`src/hw/rtl/prb_pkg.sv`:
```
package prb_pkg;

   typedef enum logic [0:0] {
      CMD_INSERT = 1'b0,
      CMD_TAKE   = 1'b1
   } cmd_type;

   typedef enum logic [2:0] {
      ST_INSERTED  = 3'd0,
      ST_DUPLICATE = 3'd1,
      ST_FULL      = 3'd2,
      ST_TAKEN     = 3'd3,
      ST_EMPTY     = 3'd4
   } status_type;

   typedef struct packed {
      cmd_type     command;
      logic [15:0] seq_number;
      logic [15:0] length;
   } req_type;

   typedef struct packed {
      status_type  status;
      logic [15:0] out_seq;
      logic [15:0] out_length;
      logic [15:0] min_seq;
      logic [4:0]  held_count;
   } rsp_type;

   typedef enum logic [2:0] {
      FSM_IDLE,
      FSM_WALK,
      FSM_TAKE,
      FSM_LINK,
      FSM_DONE
   } fsm_type;

   // a is ahead of b in 16-bit wraparound order
   function automatic logic seq_greater(input logic [15:0] a, input logic [15:0] b);
      logic [15:0] d;
      begin
         d = a - b;
         seq_greater = (d != 16'd0) && !d[15];
      end
   endfunction

endpackage

```
`src/hw/rtl/prb_store.sv`:
```
// Slot memory: sequence, length and both links share one address per read.
module prb_store import prb_pkg::*; #(
   parameter int DEPTH = 16,
   localparam int AW = (DEPTH > 1) ? $clog2(DEPTH) : 1
) (
   input  logic          clock,
   input  logic          rd_en,
   input  logic [AW-1:0] rd_addr,
   output logic [15:0]   rd_seq,
   output logic [15:0]   rd_len,
   output logic [AW-1:0] rd_next,
   output logic [AW-1:0] rd_prev,
   input  logic          wr_en,
   input  logic [AW-1:0] wr_addr,
   input  logic [15:0]   wr_seq,
   input  logic [15:0]   wr_len,
   input  logic [AW-1:0] wr_next,
   input  logic [AW-1:0] wr_prev
);

   logic [15:0]   seq_mem  [DEPTH];
   logic [15:0]   len_mem  [DEPTH];
   logic [AW-1:0] next_mem [DEPTH];
   logic [AW-1:0] prev_mem [DEPTH];

   always_ff @(posedge clock) begin
      if (wr_en) begin
         seq_mem[wr_addr]  <= wr_seq;
         len_mem[wr_addr]  <= wr_len;
         next_mem[wr_addr] <= wr_next;
         prev_mem[wr_addr] <= wr_prev;
      end
      if (rd_en) begin
         rd_seq  <= seq_mem[rd_addr];
         rd_len  <= len_mem[rd_addr];
         rd_next <= next_mem[rd_addr];
         rd_prev <= prev_mem[rd_addr];
      end
   end

endmodule

```
`src/hw/rtl/packet_resequencing_buffer.sv`:
```
// Packet resequencing buffer.
// req_ channel carries one command word: insert (seq_number, length) or
// take out the smallest entry. rsp_ returns one word per command: status,
// entry taken out, current minimum and count held.
// csr_ writes capacity (0 acts as 1, above DEPTH as DEPTH) and empties the
// buffer; csr_ready is high only while idle, and a pending write holds off req_.
// Entries live in a slot memory with a registered read. Insert walks
// the sorted list from the tail, one memory read per entry visited, then
// links the new slot, with one more neighbour to patch when it lands
// between two entries; into an empty list it only writes the new slot.
// Take-out reads the head and, unless it empties the list, its successor.
// Full and empty answer without a memory read, a duplicate once the walk
// finds the matching entry.
// One command is worked at a time; req_ready is high only while idle. The
// result sits in an output register, and req_ready returns as soon as it
// is taken, so a stalled receiver holds the block.
// Reset empties the list and sets capacity to 16 (or DEPTH if smaller).
// The free pool is a counter over never-used slots plus a LIFO chain of
// freed slots, so the memory needs no clearing pass.
module packet_resequencing_buffer import prb_pkg::*; #(
   parameter int DEPTH = 16
) (
   input  logic        clock,
   input  logic        reset,
   input  logic        req_valid,
   output logic        req_ready,
   input  req_type     req_data,
   output logic        rsp_valid,
   input  logic        rsp_ready,
   output rsp_type     rsp_data,
   input  logic        csr_valid,
   output logic        csr_ready,
   input  logic [4:0]  csr_data
);

   localparam int AW = (DEPTH > 1) ? $clog2(DEPTH) : 1;
   localparam int CW = $clog2(DEPTH + 1);
   localparam logic [4:0] CAP_RESET = (DEPTH < 16) ? 5'(DEPTH) : 5'd16;

   fsm_type       state_ff, state_in;
   logic [CW-1:0] cap_ff, cap_in;
   logic [CW-1:0] fresh_ff, fresh_in;   // slots never used yet
   logic [AW-1:0] free_head_ff, free_head_in;
   logic [CW-1:0] chain_ff, chain_in;   // freed slots on the chain
   logic [AW-1:0] head_ff, head_in, tail_ff, tail_in;
   logic [CW-1:0] held_ff, held_in;
   logic [15:0]   min_ff, min_in;
   logic [CW-1:0] walk_ff, walk_in;
   logic [AW-1:0] cur_ff, cur_in;
   logic [1:0]    step_ff, step_in;
   logic          at_head_ff, at_head_in;   // insert becomes new head
   logic [AW-1:0] after_ff, after_in;        // slot to link after
   logic [AW-1:0] nx_ff, nx_in;              // successor of after slot
   logic [AW-1:0] new_ff, new_in;
   req_type       req_ff, req_in;
   rsp_type       rsp_ff, rsp_in;
   logic          rsp_valid_ff, rsp_valid_in;

   logic          rd_en;
   logic [AW-1:0] rd_addr;
   logic [15:0]   rd_seq, rd_len;
   logic [AW-1:0] rd_next, rd_prev;
   logic          wr_en;
   logic [AW-1:0] wr_addr, wr_next, wr_prev;
   logic [15:0]   wr_seq, wr_len;
   logic          rd_pend_ff, rd_pend_in;

   logic [4:0]    cap_clip;
   logic [CW-1:0] free_total;

   prb_store #(.DEPTH(DEPTH)) u_store (
      .clock, .rd_en, .rd_addr, .rd_seq, .rd_len, .rd_next, .rd_prev,
      .wr_en, .wr_addr, .wr_seq, .wr_len, .wr_next, .wr_prev
   );

   assign req_ready = (state_ff == FSM_IDLE) && !rsp_valid_ff && !csr_valid;
   assign csr_ready = (state_ff == FSM_IDLE);
   assign rsp_valid = rsp_valid_ff;
   assign rsp_data  = rsp_ff;
   assign free_total = cap_ff - held_ff;

   always_comb begin
      cap_clip = csr_data;
      if (cap_clip == 5'd0) cap_clip = 5'd1;
      if (32'(cap_clip) > DEPTH) cap_clip = 5'(DEPTH);
   end

   always_ff @(posedge clock) begin
      if (reset) begin
         state_ff     <= FSM_IDLE;
         cap_ff       <= CW'(CAP_RESET);
         fresh_ff     <= '0;
         free_head_ff <= '0;
         chain_ff     <= '0;
         head_ff      <= '0;
         tail_ff      <= '0;
         held_ff      <= '0;
         min_ff       <= '0;
         rsp_valid_ff <= 1'b0;
         rd_pend_ff   <= 1'b0;
      end else begin
         state_ff     <= state_in;
         cap_ff       <= cap_in;
         fresh_ff     <= fresh_in;
         free_head_ff <= free_head_in;
         chain_ff     <= chain_in;
         head_ff      <= head_in;
         tail_ff      <= tail_in;
         held_ff      <= held_in;
         min_ff       <= min_in;
         rsp_valid_ff <= rsp_valid_in;
         rd_pend_ff   <= rd_pend_in;
      end
      walk_ff    <= walk_in;
      cur_ff     <= cur_in;
      step_ff    <= step_in;
      at_head_ff <= at_head_in;
      after_ff   <= after_in;
      nx_ff      <= nx_in;
      new_ff     <= new_in;
      req_ff     <= req_in;
      rsp_ff     <= rsp_in;
   end

   always_comb begin
      state_in     = state_ff;
      cap_in       = cap_ff;
      fresh_in     = fresh_ff;
      free_head_in = free_head_ff;
      chain_in     = chain_ff;
      head_in      = head_ff;
      tail_in      = tail_ff;
      held_in      = held_ff;
      min_in       = min_ff;
      walk_in      = walk_ff;
      cur_in       = cur_ff;
      step_in      = step_ff;
      at_head_in   = at_head_ff;
      after_in     = after_ff;
      nx_in        = nx_ff;
      new_in       = new_ff;
      req_in       = req_ff;
      rsp_in       = rsp_ff;
      rsp_valid_in = rsp_valid_ff;
      rd_pend_in   = 1'b0;
      rd_en        = 1'b0;
      rd_addr      = cur_ff;
      wr_en        = 1'b0;
      wr_addr      = new_ff;
      wr_seq       = req_ff.seq_number;
      wr_len       = req_ff.length;
      wr_next      = '0;
      wr_prev      = '0;

      if (rsp_valid_ff && rsp_ready) rsp_valid_in = 1'b0;

      case (state_ff)
         FSM_IDLE: begin
            if (csr_valid) begin
               cap_in   = CW'(cap_clip);
               fresh_in = '0;
               chain_in = '0;
               head_in  = '0;
               tail_in  = '0;
               held_in  = '0;
               min_in   = '0;
            end else if (req_valid && req_ready) begin
               req_in          = req_data;
               rsp_in.out_seq    = '0;
               rsp_in.out_length = '0;
               if (req_data.command == CMD_INSERT) begin
                  if (free_total == '0) begin
                     rsp_in.status = ST_FULL;
                     state_in      = FSM_DONE;
                  end else if (held_ff == '0) begin
                     at_head_in = 1'b1;
                     state_in   = FSM_LINK;
                     step_in    = 2'd0;
                  end else begin
                     // start at the tail and walk towards the head
                     rd_en      = 1'b1;
                     rd_addr    = tail_ff;
                     cur_in     = tail_ff;
                     rd_pend_in = 1'b1;
                     walk_in    = held_ff;
                     state_in   = FSM_WALK;
                  end
                  // pick the new slot: chain first, then never-used slots
                  if (chain_ff != '0) begin
                     new_in = free_head_ff;
                  end else begin
                     new_in = AW'(fresh_ff);
                  end
               end else begin
                  if (held_ff == '0) begin
                     rsp_in.status = ST_EMPTY;
                     state_in      = FSM_DONE;
                  end else begin
                     rd_en      = 1'b1;
                     rd_addr    = head_ff;
                     cur_in     = head_ff;
                     rd_pend_in = 1'b1;
                     step_in    = 2'd0;
                     state_in   = FSM_TAKE;
                  end
               end
            end
         end
         FSM_WALK: begin
            if (rd_pend_ff) begin
               if (seq_greater(req_ff.seq_number, rd_seq)) begin
                  at_head_in = 1'b0;
                  after_in   = cur_ff;
                  nx_in      = rd_next;
                  step_in    = 2'd0;
                  state_in   = FSM_LINK;
               end else if (req_ff.seq_number == rd_seq) begin
                  rsp_in.status = ST_DUPLICATE;
                  state_in      = FSM_DONE;
               end else if (walk_ff == CW'(1)) begin
                  at_head_in = 1'b1;
                  step_in    = 2'd0;
                  state_in   = FSM_LINK;
               end else begin
                  walk_in    = walk_ff - CW'(1);
                  rd_en      = 1'b1;
                  rd_addr    = rd_prev;
                  cur_in     = rd_prev;
                  rd_pend_in = 1'b1;
               end
            end
         end
         FSM_LINK: begin
            // step 0: read the free chain link if the slot comes from it
            // step 1: write the new slot, step 2: patch neighbours
            case (step_ff)
               2'd0: begin
                  if (chain_ff != '0) begin
                     rd_en   = 1'b1;
                     rd_addr = new_ff;
                  end
                  step_in = 2'd1;
               end
               2'd1: begin
                  if (chain_ff != '0) begin
                     free_head_in = rd_next;
                     chain_in     = chain_ff - CW'(1);
                  end else begin
                     fresh_in = fresh_ff + CW'(1);
                  end
                  wr_en   = 1'b1;
                  wr_addr = new_ff;
                  if (at_head_ff) begin
                     wr_prev = '0;
                     wr_next = head_ff;
                     min_in  = req_ff.seq_number;
                     head_in = new_ff;
                     if (held_ff == '0) begin
                        wr_next = '0;
                        tail_in = new_ff;
                        step_in = 2'd3;
                     end else begin
                        // old head needs its prev; read it for the rewrite
                        rd_en   = 1'b1;
                        rd_addr = head_ff;
                        cur_in  = head_ff;
                        step_in = 2'd2;
                     end
                  end else begin
                     wr_prev = after_ff;
                     wr_next = (after_ff == tail_ff) ? new_ff : nx_ff;
                     if (after_ff == tail_ff) begin
                        wr_next = '0;
                        tail_in = new_ff;
                     end
                     rd_en   = 1'b1;
                     rd_addr = after_ff;
                     cur_in  = after_ff;
                     step_in = 2'd2;
                  end
                  held_in = held_ff + CW'(1);
               end
               2'd2: begin
                  // read issued last step; patch this neighbour
                  wr_en   = 1'b1;
                  wr_addr = cur_ff;
                  wr_seq  = rd_seq;
                  wr_len  = rd_len;
                  wr_next = rd_next;
                  wr_prev = rd_prev;
                  if (at_head_ff) begin
                     wr_prev = new_ff;
                     step_in = 2'd3;
                  end else begin
                     wr_next = new_ff;
                     if (cur_ff == after_ff && new_ff != tail_ff) begin
                        // then fix the successor's prev
                        rd_en   = 1'b1;
                        rd_addr = nx_ff;
                        cur_in  = nx_ff;
                        after_in = new_ff;
                        step_in = 2'd2;
                        at_head_in = 1'b1;
                        new_in  = new_ff;
                     end else begin
                        step_in = 2'd3;
                     end
                  end
               end
               default: begin
                  rsp_in.status = ST_INSERTED;
                  state_in      = FSM_DONE;
               end
            endcase
         end
         FSM_TAKE: begin
            case (step_ff)
               2'd0: begin
                  rsp_in.out_seq    = rd_seq;
                  rsp_in.out_length = rd_len;
                  nx_in             = rd_next;
                  // push the slot onto the free chain
                  wr_en   = 1'b1;
                  wr_addr = cur_ff;
                  wr_seq  = rd_seq;
                  wr_len  = rd_len;
                  wr_next = free_head_ff;
                  wr_prev = '0;
                  free_head_in = cur_ff;
                  chain_in     = chain_ff + CW'(1);
                  held_in      = held_ff - CW'(1);
                  if (held_ff == CW'(1)) begin
                     head_in = '0;
                     tail_in = '0;
                     rsp_in.status = ST_TAKEN;
                     state_in      = FSM_DONE;
                  end else begin
                     head_in = rd_next;
                     rd_en   = 1'b1;
                     rd_addr = rd_next;
                     cur_in  = rd_next;
                     step_in = 2'd1;
                  end
               end
               default: begin
                  min_in  = rd_seq;
                  wr_en   = 1'b1;
                  wr_addr = cur_ff;
                  wr_seq  = rd_seq;
                  wr_len  = rd_len;
                  wr_next = rd_next;
                  wr_prev = '0;
                  rsp_in.status = ST_TAKEN;
                  state_in      = FSM_DONE;
               end
            endcase
         end
         FSM_DONE: begin
            rsp_in.min_seq    = min_ff;
            rsp_in.held_count = 5'(held_ff);
            rsp_valid_in      = 1'b1;
            state_in          = FSM_IDLE;
         end
         default: state_in = FSM_IDLE;
      endcase
   end

`ifndef SYNTHESIS
   a_held_cap: assert property (@(posedge clock) disable iff (reset)
      held_ff <= cap_ff) else $error("held count above capacity");
   a_ready_idle: assert property (@(posedge clock) disable iff (reset)
      req_ready |-> state_ff == FSM_IDLE) else $error("ready outside idle");
   a_rsp_after_done: assert property (@(posedge clock) disable iff (reset)
      $rose(rsp_valid_ff) |-> $past(state_ff) == FSM_DONE)
      else $error("result without completion");
   a_count_step: assert property (@(posedge clock) disable iff (reset)
      state_ff != FSM_IDLE |=> (held_ff == $past(held_ff) ||
      held_ff == $past(held_ff) + CW'(1) || held_ff == $past(held_ff) - CW'(1)))
      else $error("held count jumped");
`endif

endmodule
```
`config.mk`:
```
export PLATFORM = sky130hd
export DESIGN_NAME = packet_resequencing_buffer
export DESIGN_NICKNAME = d
export VERILOG_FILES = /design/src/hw/rtl/prb_pkg.sv /design/src/hw/rtl/prb_store.sv /design/src/hw/rtl/packet_resequencing_buffer.sv
export SDC_FILE = /design/constraint.sdc
export NUM_CORES = 1
export LEC_CHECK = 0
export ABC_AREA = 1
export BUFFER_PORTS_ARGS = -buffer_cell sky130_fd_sc_hd__buf_2
export CAP_MARGIN = 25
export CORE_UTILIZATION = 40
export CTS_CLUSTER_SIZE = 30
export DETAILED_ROUTE_END_ITERATION = 10
export PLACE_DENSITY = 0.57
export REMOVE_ABC_BUFFERS = 1
export SKIP_CTS_REPAIR_TIMING = 1
export SKIP_LAST_GASP = 1
export SLEW_MARGIN = 30
export SYNTH_ARGS = -nofsm -noshare
export SYNTH_HDL_FRONTEND = slang
export SYNTH_SLANG_ARGS = --single-unit
```
`constraint.sdc`:
```
create_clock -name clock -period 5.8 [get_ports clock]
set_input_delay 0.58 -clock clock [delete_from_list [all_inputs] [get_ports clock]]
set_output_delay 0.58 -clock clock [all_outputs]
set_load 0.05 [all_outputs]
```
==> results.json <==
{
  "outcome": "complete, no violations",
  "die_w_microns": 312,
  "netlist_instances": 3792,
  "ys_ff_latch": 844,
  "synth.area.top_cells": "edfxtp_1 (62%), nand3_1 (10%), nand2_1 (8.3%)",
  "via_per_inst": 5.30,
  "area_growth_pct": 13.8,
  "synth_ff_type": "edfxtp_1",
  "dp.cells": 5038,
  "synth-edff-count": 792,
  "diodes": 0,
  "clk_latency_ns": 0.67,
  "numPortBuffers": 101,
  "synth_largest_area_cell": "edfxtp_1",
  "design.die.area_sq_um": 97300,
  "critical-path-top-delay-family": "simple AND/OR/NAND/NOR gates",
  "maxSlewViolCount": 0,
  "place_hpwl_microns": 59600,
  "cts_tree": "yes",
  "wl_per_cell_microns": 21.0,
  "holdPathStages": 1,
  "skew_ns": 0.0433,
  "cts_buffer_depth": 3,
  "worst_slack_ns": 1.08,
  "fin_setup_tns_ns": 0,
  "initial_core_util": 0.404,
  "critical_path.startpoint_type": "flop",
  "r2r_slack_ns": 1.08,
  "slowest_stage": "dfxtp_1",
  "crit_chain": "inv_1, ha_1, inv_1, nor2_1, nand2_2, inv_2, nand2_1, nand2_1, a21oi_1, nor2_1, nor2_1, nand3_1, nand2_1, nand2_1, a21oi_1, nand2_8, nand2_8, buf_4, nand2_1, nand3_1, nand3_1, nand3_1, nand2_1",
  "layout_commonest_cell": "nand2_1",
  "dpl_cell_area_sq_um": 40800,
  "layout_common_cells": "nand2_1 (851), edfxtp_1 (792), nand3_1 (777)",
  "finish.instance_area_sq_um": 43700,
  "crit_path_max_incr_delay_ns": 0.54,
  "hold_path_end": "req_ff[12]",
  "gp_congestion": 0.960,
  "wl_microns": 109000,
  "pre_cts_ws_ns": 1.16,
  "cts-htree-levels": 3,
  "crit_buf_inv": 4,
  "peakVddDrop_uv": 545,
  "setup.worst_path.end_class": "flop",
  "first_global_vias": 26300,
  "grt-ovfl-total": 0,
  "crit_top_cell": "nand2_1",
  "crit_type": "reg2reg",
  "clock_sinks": 844,
  "drv_cap": 0,
  "slew_headroom": 0.338,
  "first_iter_violations": 2814,
  "grt_max_degree": 158,
  "clockRootBuffer": "clkbuf_16",
  "antenna_found_initial": 0,
  "cts_buffers": 91,
  "floorplan.rows": 113,
  "max_freq_ghz": 0.212,
  "period_needed_ns": 4.72,
  "rsz0062_at_grt": "false",
  "fin_crit_sh": 0.814,
  "die_h_microns": 312,
  "drive_gt1_frac": 0.0967,
  "setup_viol": 0,
  "first_pass_iters": 6,
  "synth_top_cell_area_share": 0.619,
  "ios": 102,
  "route.detailed.drc": 0,
  "path_clk_slew_ns": 0.07,
  "grtUsageTotal": 0.223,
  "p_leak_nw": 17.8,
  "cp.arrival_ns": 5.12,
  "tightest_slew_ns": 0.994,
  "synth_seq_area_share": 0.646,
  "ys_warn_count": 0,
  "grt_pass1_wl_microns": 164000,
  "fin_nets": 3943,
  "ant_nets": 0,
  "hold_class": "in2reg",
  "rr_endpoint": "u_store.rd_len[11]",
  "syn-cell-area_sq_um": 38400,
  "critPathRequiredTime_ns": 6.20,
  "async_flop_share": 0,
  "core_sq_um": 95200,
  "dr_total_vias": 27600,
  "hold_viol": 0,
  "pwr_density_cell_nw_per_um2": 643,
  "worstPathMaxFanout": 62,
  "avgSynthCellArea_sq_um": 10.1,
  "post-route-util": 0.460,
  "r2r_cells": 23,
  "worstReg2RegStart": "held_ff[0]",
  "fin_cells": 5207,
  "ys_types": 57,
  "hold_path.startpoint": "req_data[12]"
}
[logic make-up (layout without fill, tap and decap cells)]
group | after synthesis | count (layout) | synth area share
buffers and inverters | 754 | 904 | 0.0783
AOI/OAI and AO/OA | 260 | 260 | 0.0420
xor gates and xnor gates | 21 | 21 | 0.00479
adders and majority gates | 34 | 34 | 0.0115
and+or+nand+nor | 1878 | 1878 | 0.217
DFF | 844 | 844 | 0.646
muxes | 1 | 1 | 0.000293
[area by class of cell]
cell class / count / area, sq um
multi-input cells: 2194 / 10800
repair buffers: 180 / 1470
well taps: 1265 / 1580
clock buffers: 109 / 2370
inverters: 555 / 2090
clock inverters: 60 / 572
fillers: 8839 / 51400
flip-flops and latches: 844 / 24800
[through the flow]
step	hold WS, ns	power [mW]
floorplan	0.403	17.2
CTS	0.0418	28.2
global route	0.0515	30.0
detailed placement	0.410	22.5
global placement	0.410	22.2
finish	0.0837	28.1
[cells in the mapped netlist, types with 13 or more instances]
| cell type | instances |
|---|---|
| nand2_1 | 853 |
| edfxtp_1 | 792 |
| nand3_1 | 777 |
| inv_1 | 535 |
| nor2_1 | 151 |
| buf_2 | 107 |
| o21ai_0 | 88 |
| clkbuf_1 | 75 |
| a21oi_1 | 58 |
| dfxtp_1 | 52 |
| nand3b_1 | 42 |
| ha_1 | 32 |
| a31oi_1 | 27 |
| o211ai_1 | 19 |
| a221o_1 | 17 |
| inv_2 | 16 |
| nor3_1 | 15 |
| nand4_1 | 14 |
| xor2_1 | 13 |
[registers in the layout (all words and copies together), names as in the netlist, 5 cells and up]
signal and count:
u_store.seq_mem 256, min_ff 16, walk_ff 5, u_store.next_mem 64
u_store.len_mem 256, chain_ff 5, req_ff 32, u_store.prev_mem 64
rsp_data 56, held_ff 5, cap_ff 5, u_store.rd_len 16
u_store.rd_seq 16
[power breakdown]
part           total (mW)  internal, mW  switching [mW]
clock network        5.74          3.28            2.46
logic                13.9          4.06            9.88
registers            8.43          7.99           0.446
total                28.1          15.3            12.8
[metal layers]
metal | GRT usage | part of all wire | up-vias
met5 | 0 | 0 | -
met4 | 0.0650 | 0.026 | 0
met3 | 0.0366 | 0.072 | 192
met2 | 0.358 | 0.46 | 1055
met1 | 0.311 | 0.44 | 13300
li1 | - | - | 13000
[how the worst max path moves through the flow]
stage                          start  slack, ns            endpoint  depth (start not counted)
after floorplan            cur_ff[0]      -4.08   u_store.rd_len[0]                          9
final                     held_ff[0]       1.08  u_store.rd_len[11]                         23
after global placement    held_ff[0]       1.19  u_store.rd_len[11]                         23
after detailed placement  held_ff[0]       1.16   u_store.rd_len[9]                         23
after CTS                 held_ff[0]       1.13  u_store.rd_len[11]                         23
after global routing      held_ff[0]       0.79  u_store.rd_len[11]                         23
Note: power is estimated with default switching activity, not from simulation.
